==> src/rtl/core/rfpdl_pkg.sv <==
// Package for the receive frame parser with device learning.
// Holds phase, status and frame-layout constants; no dependencies.
package rfpdl_pkg;
    localparam logic [7:0] DELIM       = 8'h7E;
    localparam logic [7:0] RX_PACKET   = 8'h90;
    localparam logic [7:0] ANY_CHANNEL = 8'hFF;
    localparam int         HEADER_BYTES = 15;

    typedef enum logic [1:0] {
        ST_MATCH   = 2'd0,
        ST_LEARNED = 2'd1,
        ST_FULL    = 2'd2
    } status_t;

    typedef enum logic [5:0] {
        PH_HUNT    = 6'b000001,
        PH_LEN_MSB = 6'b000010,
        PH_LEN_LSB = 6'b000100,
        PH_COLLECT = 6'b001000,
        PH_SEARCH  = 6'b010000,
        PH_EMIT    = 6'b100000
    } phase_t;

    typedef struct packed {
        logic [63:0] addr;
        logic [7:0]  wired;
        logic [7:0]  kind;
    } key_t;
endpackage

==> src/rtl/core/rfpdl_stream_if.sv <==
// Valid/ready stream interfaces for input and result transactions.
// Depends on nothing.
interface rfpdl_in_if;
    logic       valid;
    logic       ready;
    logic       op;
    logic [7:0] rx_byte;
    modport source (output valid, op, rx_byte, input ready);
    modport sink (input valid, op, rx_byte, output ready);
endinterface

interface rfpdl_out_if;
    logic       valid;
    logic       ready;
    logic [7:0] out_byte;
    logic       out_last;
    logic [1:0] status;
    modport source (output valid, out_byte, out_last, status, input ready);
    modport sink (input valid, out_byte, out_last, status, output ready);
endinterface

==> src/rtl/core/rfpdl_entry_cell.sv <==
// One device table cell: holds an entry and compares it with the key.
// Passes the key and running match results to the next cell. Uses rfpdl_pkg.
module rfpdl_entry_cell (
    input  logic              clk,
    input  logic              rst_n,
    input  logic              wr_en,
    input  rfpdl_pkg::key_t   wr_key,
    input  logic [7:0]        wr_net,
    input  logic              used,
    input  rfpdl_pkg::key_t   key_in,
    input  logic              hit_in,
    input  logic              net_in_found,
    input  logic [7:0]        net_in,
    output rfpdl_pkg::key_t   key_out,
    output logic              hit_out,
    output logic              net_out_found,
    output logic [7:0]        net_out,
    output logic              hit_here
);
    import rfpdl_pkg::*;
    key_t       key_reg;
    logic [7:0] net_reg;
    key_t       ent_reg;
    logic [7:0] ent_net_reg;
    logic       hit_reg;
    logic       nf_reg;
    logic       hh_reg;
    logic       addr_eq;
    logic       full_eq;

    assign addr_eq = used && !hit_in && (ent_reg.addr == key_in.addr);
    assign full_eq = addr_eq && ent_reg.wired == key_in.wired && ent_reg.kind == key_in.kind;

    always_ff @(posedge clk)
    begin
        if (wr_en)
        begin
            ent_reg     <= wr_key;
            ent_net_reg <= wr_net;
        end
        key_reg <= key_in;
        net_reg <= addr_eq ? ent_net_reg : net_in;
    end

    always_ff @(posedge clk or negedge rst_n)
    begin
        if (!rst_n)
        begin
            hit_reg <= 1'b0;
            nf_reg  <= 1'b0;
            hh_reg  <= 1'b0;
        end
        else
        begin
            hit_reg <= hit_in || full_eq;
            nf_reg  <= net_in_found || addr_eq;
            hh_reg  <= full_eq;
        end
    end

    assign key_out       = key_reg;
    assign hit_out       = hit_reg;
    assign net_out_found = nf_reg;
    assign net_out       = net_reg;
    assign hit_here      = hh_reg;
endmodule

==> src/rtl/core/rx_frame_parse_device_learn_core.sv <==
// Receive frame parser with device learning: top level.
// After the last frame byte, the key is searched through the cell chain; the result bytes
// then follow at one per cycle while the output side is ready.
// Throughput: one byte per cycle; no byte is taken during search or emission.
// Reset clears phase, counters and table fill; table and frame contents are unset.
module rx_frame_parse_device_learn_core #(
    parameter int TABLE_ENTRIES = 16,
    parameter int FRAME_BYTES   = 48
) (
    input  logic        clk,
    input  logic        rst_n,
    input  logic        cfg_we,
    input  logic [7:0]  cfg_wdata,
    rfpdl_in_if.sink    in_ch,
    rfpdl_out_if.source out_ch
);
    import rfpdl_pkg::*;
    localparam int PW = $clog2(FRAME_BYTES + 1);
    localparam int IW = (TABLE_ENTRIES > 1) ? $clog2(TABLE_ENTRIES) : 1;
    localparam int UW = $clog2(TABLE_ENTRIES + 1);
    localparam int CW = $clog2(TABLE_ENTRIES + 3);

    logic [7:0]  own_reg;
    phase_t      phase_reg;
    logic [7:0]  len_reg;
    logic [PW-1:0] pos_reg;
    logic [7:0]  mem [FRAME_BYTES];
    logic [7:0]  key_b [15];
    logic [UW-1:0] used_reg;
    logic [7:0]  nets_reg;
    logic [CW-1:0] cnt_reg;
    logic [PW-1:0] rd_reg;
    logic [7:0]  rd_data;
    logic [1:0]  st_reg;
    logic [7:0]  idx_reg;
    logic        first_reg;
    logic        ov_reg;
    logic        last_reg;
    logic [7:0]  ob_reg;
    logic [1:0]  os_reg;

    key_t        key_c [TABLE_ENTRIES+1];
    logic        hit_c [TABLE_ENTRIES+1];
    logic        nf_c  [TABLE_ENTRIES+1];
    logic [7:0]  net_c [TABLE_ENTRIES+1];
    logic [TABLE_ENTRIES-1:0] hh;
    logic [TABLE_ENTRIES-1:0] hh_reg;
    logic [IW-1:0] hit_idx;
    key_t        fkey;
    logic        acc;
    logic        pass;
    logic        emit_go;

    always_comb
    begin
        fkey.addr  = {key_b[1], key_b[2], key_b[3], key_b[4], key_b[5], key_b[6],
                      key_b[7], key_b[8]};
        fkey.wired = key_b[12];
        fkey.kind  = key_b[14];
    end

    assign key_c[0] = fkey;
    assign hit_c[0] = 1'b0;
    assign nf_c[0]  = 1'b0;
    assign net_c[0] = 8'd0;

    genvar g;
    generate
        for (g = 0; g < TABLE_ENTRIES; g++)
        begin : g_cell
            rfpdl_entry_cell u_cell (
                .clk(clk), .rst_n(rst_n),
                .wr_en(phase_reg == PH_SEARCH && cnt_reg == CW'(TABLE_ENTRIES + 1)
                       && !hit_c[TABLE_ENTRIES] && used_reg == UW'(g)),
                .wr_key(fkey),
                .wr_net(nf_c[TABLE_ENTRIES] ? net_c[TABLE_ENTRIES] : nets_reg + 8'd1),
                .used(used_reg > UW'(g)),
                .key_in(key_c[g]), .hit_in(hit_c[g]), .net_in_found(nf_c[g]),
                .net_in(net_c[g]),
                .key_out(key_c[g+1]), .hit_out(hit_c[g+1]),
                .net_out_found(nf_c[g+1]), .net_out(net_c[g+1]),
                .hit_here(hh[g])
            );
        end
    endgenerate

    always_comb
    begin
        hit_idx = '0;
        for (int k = 0; k < TABLE_ENTRIES; k++)
        begin
            if (hh_reg[k])
                hit_idx = IW'(k);
        end
    end

    assign acc = in_ch.valid && in_ch.ready;
    assign in_ch.ready = (phase_reg == PH_HUNT || phase_reg == PH_LEN_MSB
                         || phase_reg == PH_LEN_LSB || phase_reg == PH_COLLECT);
    assign pass = key_b[0] == RX_PACKET && len_reg >= 8'(HEADER_BYTES) &&
                  (key_b[13] == own_reg || key_b[13] == ANY_CHANNEL ||
                   key_b[13] == 8'd0 || own_reg == ANY_CHANNEL);
    assign emit_go = !ov_reg || out_ch.ready;

    always_ff @(posedge clk)
    begin
        if (acc && !in_ch.op && phase_reg == PH_COLLECT)
        begin
            if (pos_reg < PW'(FRAME_BYTES))
                mem[pos_reg[PW-1:0]] <= in_ch.rx_byte;
        end
        if (phase_reg != PH_EMIT || emit_go)
            rd_data <= mem[rd_reg];
    end

    always_ff @(posedge clk)
    begin
        if (acc && !in_ch.op && phase_reg == PH_COLLECT && pos_reg < PW'(HEADER_BYTES))
            key_b[pos_reg[3:0]] <= in_ch.rx_byte;
    end

    always_ff @(posedge clk or negedge rst_n)
    begin
        if (!rst_n)
        begin
            own_reg   <= 8'd0;
            phase_reg <= PH_HUNT;
            len_reg   <= 8'd0;
            pos_reg   <= '0;
            used_reg  <= '0;
            nets_reg  <= 8'd1;
            cnt_reg   <= '0;
            rd_reg    <= '0;
            st_reg    <= ST_MATCH;
            idx_reg   <= 8'd0;
            first_reg <= 1'b0;
            ov_reg    <= 1'b0;
            last_reg  <= 1'b0;
            ob_reg    <= 8'd0;
            os_reg    <= 2'd0;
            hh_reg    <= '0;
        end
        else
        begin
            if (cfg_we)
                own_reg <= cfg_wdata;
            if (out_ch.ready && !(phase_reg == PH_EMIT && emit_go))
                ov_reg <= 1'b0;
            hh_reg <= hh;
            case (phase_reg)
                PH_HUNT:
                begin
                    if (acc && !in_ch.op && in_ch.rx_byte == DELIM)
                        phase_reg <= PH_LEN_MSB;
                end
                PH_LEN_MSB:
                begin
                    if (acc)
                        phase_reg <= in_ch.op ? PH_HUNT : PH_LEN_LSB;
                end
                PH_LEN_LSB:
                begin
                    if (acc)
                    begin
                        if (in_ch.op || in_ch.rx_byte == 8'd0
                            || in_ch.rx_byte > 8'(FRAME_BYTES))
                            phase_reg <= PH_HUNT;
                        else
                        begin
                            len_reg   <= in_ch.rx_byte;
                            pos_reg   <= '0;
                            phase_reg <= PH_COLLECT;
                        end
                    end
                end
                PH_COLLECT:
                begin
                    if (acc)
                    begin
                        if (in_ch.op)
                            phase_reg <= PH_HUNT;
                        else if (8'(pos_reg) + 8'd1 == len_reg)
                        begin
                            cnt_reg   <= '0;
                            phase_reg <= PH_SEARCH;
                        end
                        else
                            pos_reg <= pos_reg + PW'(1);
                    end
                end
                PH_SEARCH:
                begin
                    if (!pass)
                        phase_reg <= PH_HUNT;
                    else if (cnt_reg != CW'(TABLE_ENTRIES + 1))
                        cnt_reg <= cnt_reg + CW'(1);
                    else
                    begin
                        first_reg <= 1'b1;
                        rd_reg    <= PW'(HEADER_BYTES);
                        phase_reg <= PH_EMIT;
                        if (hit_c[TABLE_ENTRIES])
                        begin
                            st_reg  <= ST_MATCH;
                            idx_reg <= 8'(hit_idx);
                        end
                        else if (used_reg == UW'(TABLE_ENTRIES))
                        begin
                            st_reg  <= ST_FULL;
                            idx_reg <= 8'd0;
                        end
                        else
                        begin
                            st_reg   <= ST_LEARNED;
                            idx_reg  <= 8'(used_reg);
                            used_reg <= used_reg + UW'(1);
                            if (!nf_c[TABLE_ENTRIES])
                                nets_reg <= nets_reg + 8'd1;
                        end
                    end
                end
                PH_EMIT:
                begin
                    if (emit_go)
                    begin
                        ov_reg <= 1'b1;
                        os_reg <= st_reg;
                        if (first_reg)
                        begin
                            first_reg <= 1'b0;
                            ob_reg    <= idx_reg;
                            last_reg  <= st_reg == ST_FULL || len_reg == 8'(HEADER_BYTES);
                            rd_reg    <= rd_reg + PW'(1);
                            if (st_reg == ST_FULL || len_reg == 8'(HEADER_BYTES))
                                phase_reg <= PH_HUNT;
                        end
                        else
                        begin
                            ob_reg   <= rd_data;
                            last_reg <= 8'(rd_reg) == len_reg;
                            rd_reg   <= rd_reg + PW'(1);
                            if (8'(rd_reg) == len_reg)
                                phase_reg <= PH_HUNT;
                        end
                    end
                end
                default:
                    phase_reg <= PH_HUNT;
            endcase
        end
    end

    assign out_ch.valid    = ov_reg;
    assign out_ch.out_byte = ob_reg;
    assign out_ch.out_last = last_reg;
    assign out_ch.status   = os_reg;
endmodule

==> src/flat_wrapper.sv <==
// flat-port wrapper written by rule: the top's interface ports become plain ports
module rx_frame_parse_device_learn_core_flat import rfpdl_pkg::*;
#(
    parameter int TABLE_ENTRIES = 16,
    parameter int FRAME_BYTES   = 48
)
  (clk, rst_n, cfg_we, cfg_wdata, in_ch_valid, in_ch_op, in_ch_rx_byte, in_ch_ready, out_ch_valid, out_ch_out_byte, out_ch_out_last, out_ch_status, out_ch_ready);
  rfpdl_in_if in_ch_i ();
  rfpdl_out_if out_ch_i ();
  input  logic clk;
  input  logic rst_n;
  input  logic cfg_we;
  input  logic [7:0] cfg_wdata;
  input wire logic [$bits(in_ch_i.valid)-1:0] in_ch_valid;
  input wire logic [$bits(in_ch_i.op)-1:0] in_ch_op;
  input wire logic [$bits(in_ch_i.rx_byte)-1:0] in_ch_rx_byte;
  output wire logic [$bits(in_ch_i.ready)-1:0] in_ch_ready;
  output wire logic [$bits(out_ch_i.valid)-1:0] out_ch_valid;
  output wire logic [$bits(out_ch_i.out_byte)-1:0] out_ch_out_byte;
  output wire logic [$bits(out_ch_i.out_last)-1:0] out_ch_out_last;
  output wire logic [$bits(out_ch_i.status)-1:0] out_ch_status;
  input wire logic [$bits(out_ch_i.ready)-1:0] out_ch_ready;
  assign in_ch_i.valid = in_ch_valid;
  assign in_ch_i.op = in_ch_op;
  assign in_ch_i.rx_byte = in_ch_rx_byte;
  assign in_ch_ready = in_ch_i.ready;
  assign out_ch_valid = out_ch_i.valid;
  assign out_ch_out_byte = out_ch_i.out_byte;
  assign out_ch_out_last = out_ch_i.out_last;
  assign out_ch_status = out_ch_i.status;
  assign out_ch_i.ready = out_ch_ready;
  rx_frame_parse_device_learn_core #(.TABLE_ENTRIES(TABLE_ENTRIES), .FRAME_BYTES(FRAME_BYTES)) u_core (.clk(clk), .rst_n(rst_n), .cfg_we(cfg_we), .cfg_wdata(cfg_wdata), .in_ch(in_ch_i), .out_ch(out_ch_i));
endmodule
==> config.mk <==
export PLATFORM = sky130hd
export DESIGN_NAME = rx_frame_parse_device_learn_core_flat
export DESIGN_NICKNAME = d
export VERILOG_FILES = /design/src/rtl/core/rfpdl_pkg.sv /design/src/rtl/core/rfpdl_stream_if.sv /design/src/rtl/core/rfpdl_entry_cell.sv /design/src/rtl/core/rx_frame_parse_device_learn_core.sv /design/src/flat_wrapper.sv
export SDC_FILE = /design/constraint.sdc
export NUM_CORES = 2
export LEC_CHECK = 0
export ABC_AREA = 1
export BUFFER_PORTS_ARGS = -buffer_cell sky130_fd_sc_hd__buf_2
export CORE_ASPECT_RATIO = 0.9
export CORE_UTILIZATION = 36
export DETAILED_ROUTE_END_ITERATION = 8
export PLACE_DENSITY = 0.57
export SYNTH_ARGS = -nofsm -noshare
export SYNTH_HDL_FRONTEND = slang
export SYNTH_SLANG_ARGS = --single-unit
==> constraint.sdc <==
create_clock -name clk -period 10.11 [get_ports clk]
set_input_delay 1.011 -clock clk [delete_from_list [all_inputs] [get_ports clk]]
set_output_delay 1.011 -clock clk [all_outputs]
set_load 0.1 [all_outputs]
==> results.sh <==
export IMPL_synth_common_cells="edfxtp_1 (1,768), dfxtp_1 (1,200), inv_1 (1,001)"
export IMPL_fmax_mhz=233
export IMPL_initial_core_util_pct=36.2
export IMPL_drcViolationCount=0
export IMPL_power_density_nw_per_um2=207
export IMPL_ys_warn_count=0
export IMPL_drtPass1Iterations=6
export IMPL_worstSetupStartpoint="u_core.phase_reg[1]$_DFFE_PN0P_"
export IMPL_synthArstFlopShare_pct=3.57
export IMPL_clock_power_share_pct=46.2
export IMPL_io_buffer_count=34
export IMPL_switching_power_mw=5.07
export IMPL_hpwl_mm=256
export IMPL_num_vias=65749
export IMPL_syn_num_nets=7933
export IMPL_fill_cells=26640
export IMPL_hold_class="input port to async pin"
export IMPL_core_area_um2=289000
export IMPL_final_cells=12451
export IMPL_antenna_found_initial=69
export IMPL_setup_viol=0
export IMPL_ys_ff_latch=3078
export IMPL_fin_nets=8305
export IMPL_synth_edff_count=1768
export IMPL_regArea_um2=79900
export IMPL_cp_slowest_stage_delay_ns=1.28
export IMPL_clk_latency_ns=0.89
export IMPL_critPathMaxFanout=46
export IMPL_fin_tns_setup_ns=0
export IMPL_netlist_top_cells_area="edfxtp_1 (51%), dfxtp_1 (23%), inv_1 (3.6%), nand2_1 (3.2%), dfrtp_1 (2.6%)"
export IMPL_cts_sinks=3078
export IMPL_ir_drop_uv=146
export IMPL_gp_routability_congestion=0.930
export IMPL_largest_register_ffs=1280
export IMPL_cp_buffers_inverters=1
export IMPL_cts_made_buffers=310
export IMPL_drt_wl_total_mm=379
export IMPL_max_slew_margin_rel_pct=9.63
export IMPL_avgRoutedWirePerCell_um=30.4
export IMPL_cap_viol_max_count=0
export IMPL_h_tree_depth=5
export IMPL_ys_seq_area_share_pct=76.4
export IMPL_postLayoutSetupSlackWorst_ns=5.82
export IMPL_netlist_top_cell_by_area="edfxtp_1"
export IMPL_final_hold_viol_count=0
export IMPL_cts_resized=0
export IMPL_final_antenna_net_count=0
export IMPL_syn_inst=7900
export IMPL_cp_required_ns=10.56
export IMPL_die_area_um2=293000
export IMPL_rsz0062_at_grt="false"
export IMPL_grt_pass1_wl_mm=506
export IMPL_io_pins=35
export IMPL_clk_pin_slew_ns=0.06
export IMPL_power_frac_comb_pct=0.9
export IMPL_fp_dieH_um=513
export IMPL_syn_to_final_growth_pct=15.2
export IMPL_cp_cell_sequence="nor2_4 > nand2_2 > nor3_4 > nand3_2 > nor2_4 > buf_4"
export IMPL_swShare_pct=20.4
export IMPL_synth_ff_type="edfxtp_1"
export IMPL_cts_buffer_depth=4
export IMPL_critPathArrivalTime_ns=4.74
export IMPL_setup_worst_path_class="register to register"
export IMPL_rows=187
export IMPL_end_kind="register"
export IMPL_outcome="completed"
export IMPL_grt_overflow=0
export IMPL_cts_tree="built"
export IMPL_power_total_mw=24.9
export IMPL_p_leak_nw=45.4
export IMPL_cts_hold_buf=0
export IMPL_period_needed_ns=4.29
export IMPL_yosysMostFrequentCell="edfxtp_1"
export IMPL_die_x_um=570
export IMPL_crit_path_start_kind="register"
export IMPL_root_buffer="clkbuf_16"
export IMPL_grt_pass1_vias=60591
export IMPL_p_int_mw=19.8
export IMPL_slowest_stage="nor2_4"
export IMPL_post_place_ws_ns=5.90
export IMPL_drive_above_1_share_pct=8.31
export IMPL_timing_final_crit_share_pct=42.4
export IMPL_critPathTopFamily="simple AND/OR/NAND/NOR gates"
export IMPL_maxSlewViolCount=0
export IMPL_skew_ns=0.0814
export IMPL_drt_iter0_markers=10610
export IMPL_grt_max_degree=114
export IMPL_cp_common_cell="nor2_4"
export IMPL_synth_area_um2=105000
export IMPL_routed_via_density=5.28
export IMPL_grt_total_usage_pct=25.3
export IMPL_yosysTopAreaCellShare_pct=50.8
export IMPL_power_frac_seq_pct=52.9
export IMPL_worst_slew_pin_slew_ns=1.36
export IMPL_dp_cells=11834
export IMPL_multi_input_area_um2=20600
export IMPL_cts_setup_buffers=0
export IMPL_r2r_start="u_core.phase_reg[1]$_DFFE_PN0P_"
export IMPL_syn_avg_cell_area_um2=13.2
export IMPL_synth_cell_types=55
[cell usage in the layout, fill, tap and decap left out, types with 74 or more instances in the layout]
cell	netlist	layout
nand2_1	897	897
edfxtp_1	1768	1768
dfxtp_1	1200	1200
nor3_1	104	96
o21ai_0	385	385
xnor2_1	238	238
clkbuf_1	63	80
clkbuf_16	0	323
o22ai_1	307	307
nand4_1	160	160
dfrtp_1	109	107
buf_4	1	119
nand3_1	172	171
inv_1	1001	1000
nor4_1	105	104
nor2_1	664	656
a22o_1	74	74
xor2_1	266	266
[final timing paths]
kind / cells after the start / slack, ns / endpoint
max in group asynchronous: 2 / 8.80 / u_core.g_cell[1].u_cell.hit_out$_DFF_PN0_
max reg2reg: 6 / 5.82 / u_core.g_cell[4].u_cell.ent_reg[7]$_DFFE_PP_
min in group clk: 0 / 0.32 / u_core.g_cell[1].u_cell.key_out[28]$_DFF_P_
min reg2reg: 0 / 0.32 / u_core.g_cell[1].u_cell.key_out[28]$_DFF_P_
max: 6 / 5.82 / u_core.g_cell[4].u_cell.ent_reg[7]$_DFFE_PP_
min: 1 / 0.08 / u_core.g_cell[9].u_cell.hit_out$_DFF_PN0_
[stage by stage]
step | instance area [um2] | utilization [%] | hold WS, ns
3_3_place_gp | 110000 | 38.2 | 0.331
4_1_cts | 120000 | 41.7 | 0.0329
5_1_grt | 120000 | 41.7 | 0.0650
2_1_floorplan | 105000 | - | 0.331
3_5_place_dp | 110000 | 38.2 | 0.335
6_report | 120000 | 41.7 | 0.0793
[area by class of cell]
cell class	instances	share of cell area, %
Sequential cell	3078	66.3
Clock buffer	445	7.44
Clock inverter	117	0.944
Timing Repair Buffer	153	0.888
Tap cell	3874	4.02
Inverter	1012	3.16
Multi-Input combinational cell	3717	17.1
Antenna cell	55	0.114
[routing by layer]
layer | up-vias | GRT usage [%] | share of wire, %
li1 | 28187 | - | -
met1 | 33055 | 35.7 | 41
met2 | 3923 | 39.1 | 45
met3 | 582 | 5.08 | 11
met4 | 2 | 7.60 | 2.8
met5 | - | 0 | 0.0034
[kinds of logic (layout without fill, tap and decap cells)]
group                    count (synthesis)  in the layout  share of synthesized area [%]
other                                    0             55                              0
buffers and inverters                 1105           1727                           4.00
adder cells (fa/ha/maj)                 11             11                          0.132
AO/OA/AOI/OAI                          991            991                           5.95
XOR/XNOR                               505            505                           4.24
multiplexers                             5              5                         0.0562
flip-flops                            3078           3078                           76.4
AND/OR/NAND/NOR                       2205           2205                           9.24
[power by group through the flow]
stage,registers [mW],clock network (mW),logic (mW)
floorplan,13.4,0,0.117
global route,13.2,12.1,0.248
finish,13.2,11.5,0.231
CTS,13.2,11.6,0.232
detailed placement,13.4,0,0.231
global placement,13.4,0,0.229
Power figures use the tool's default switching activity.
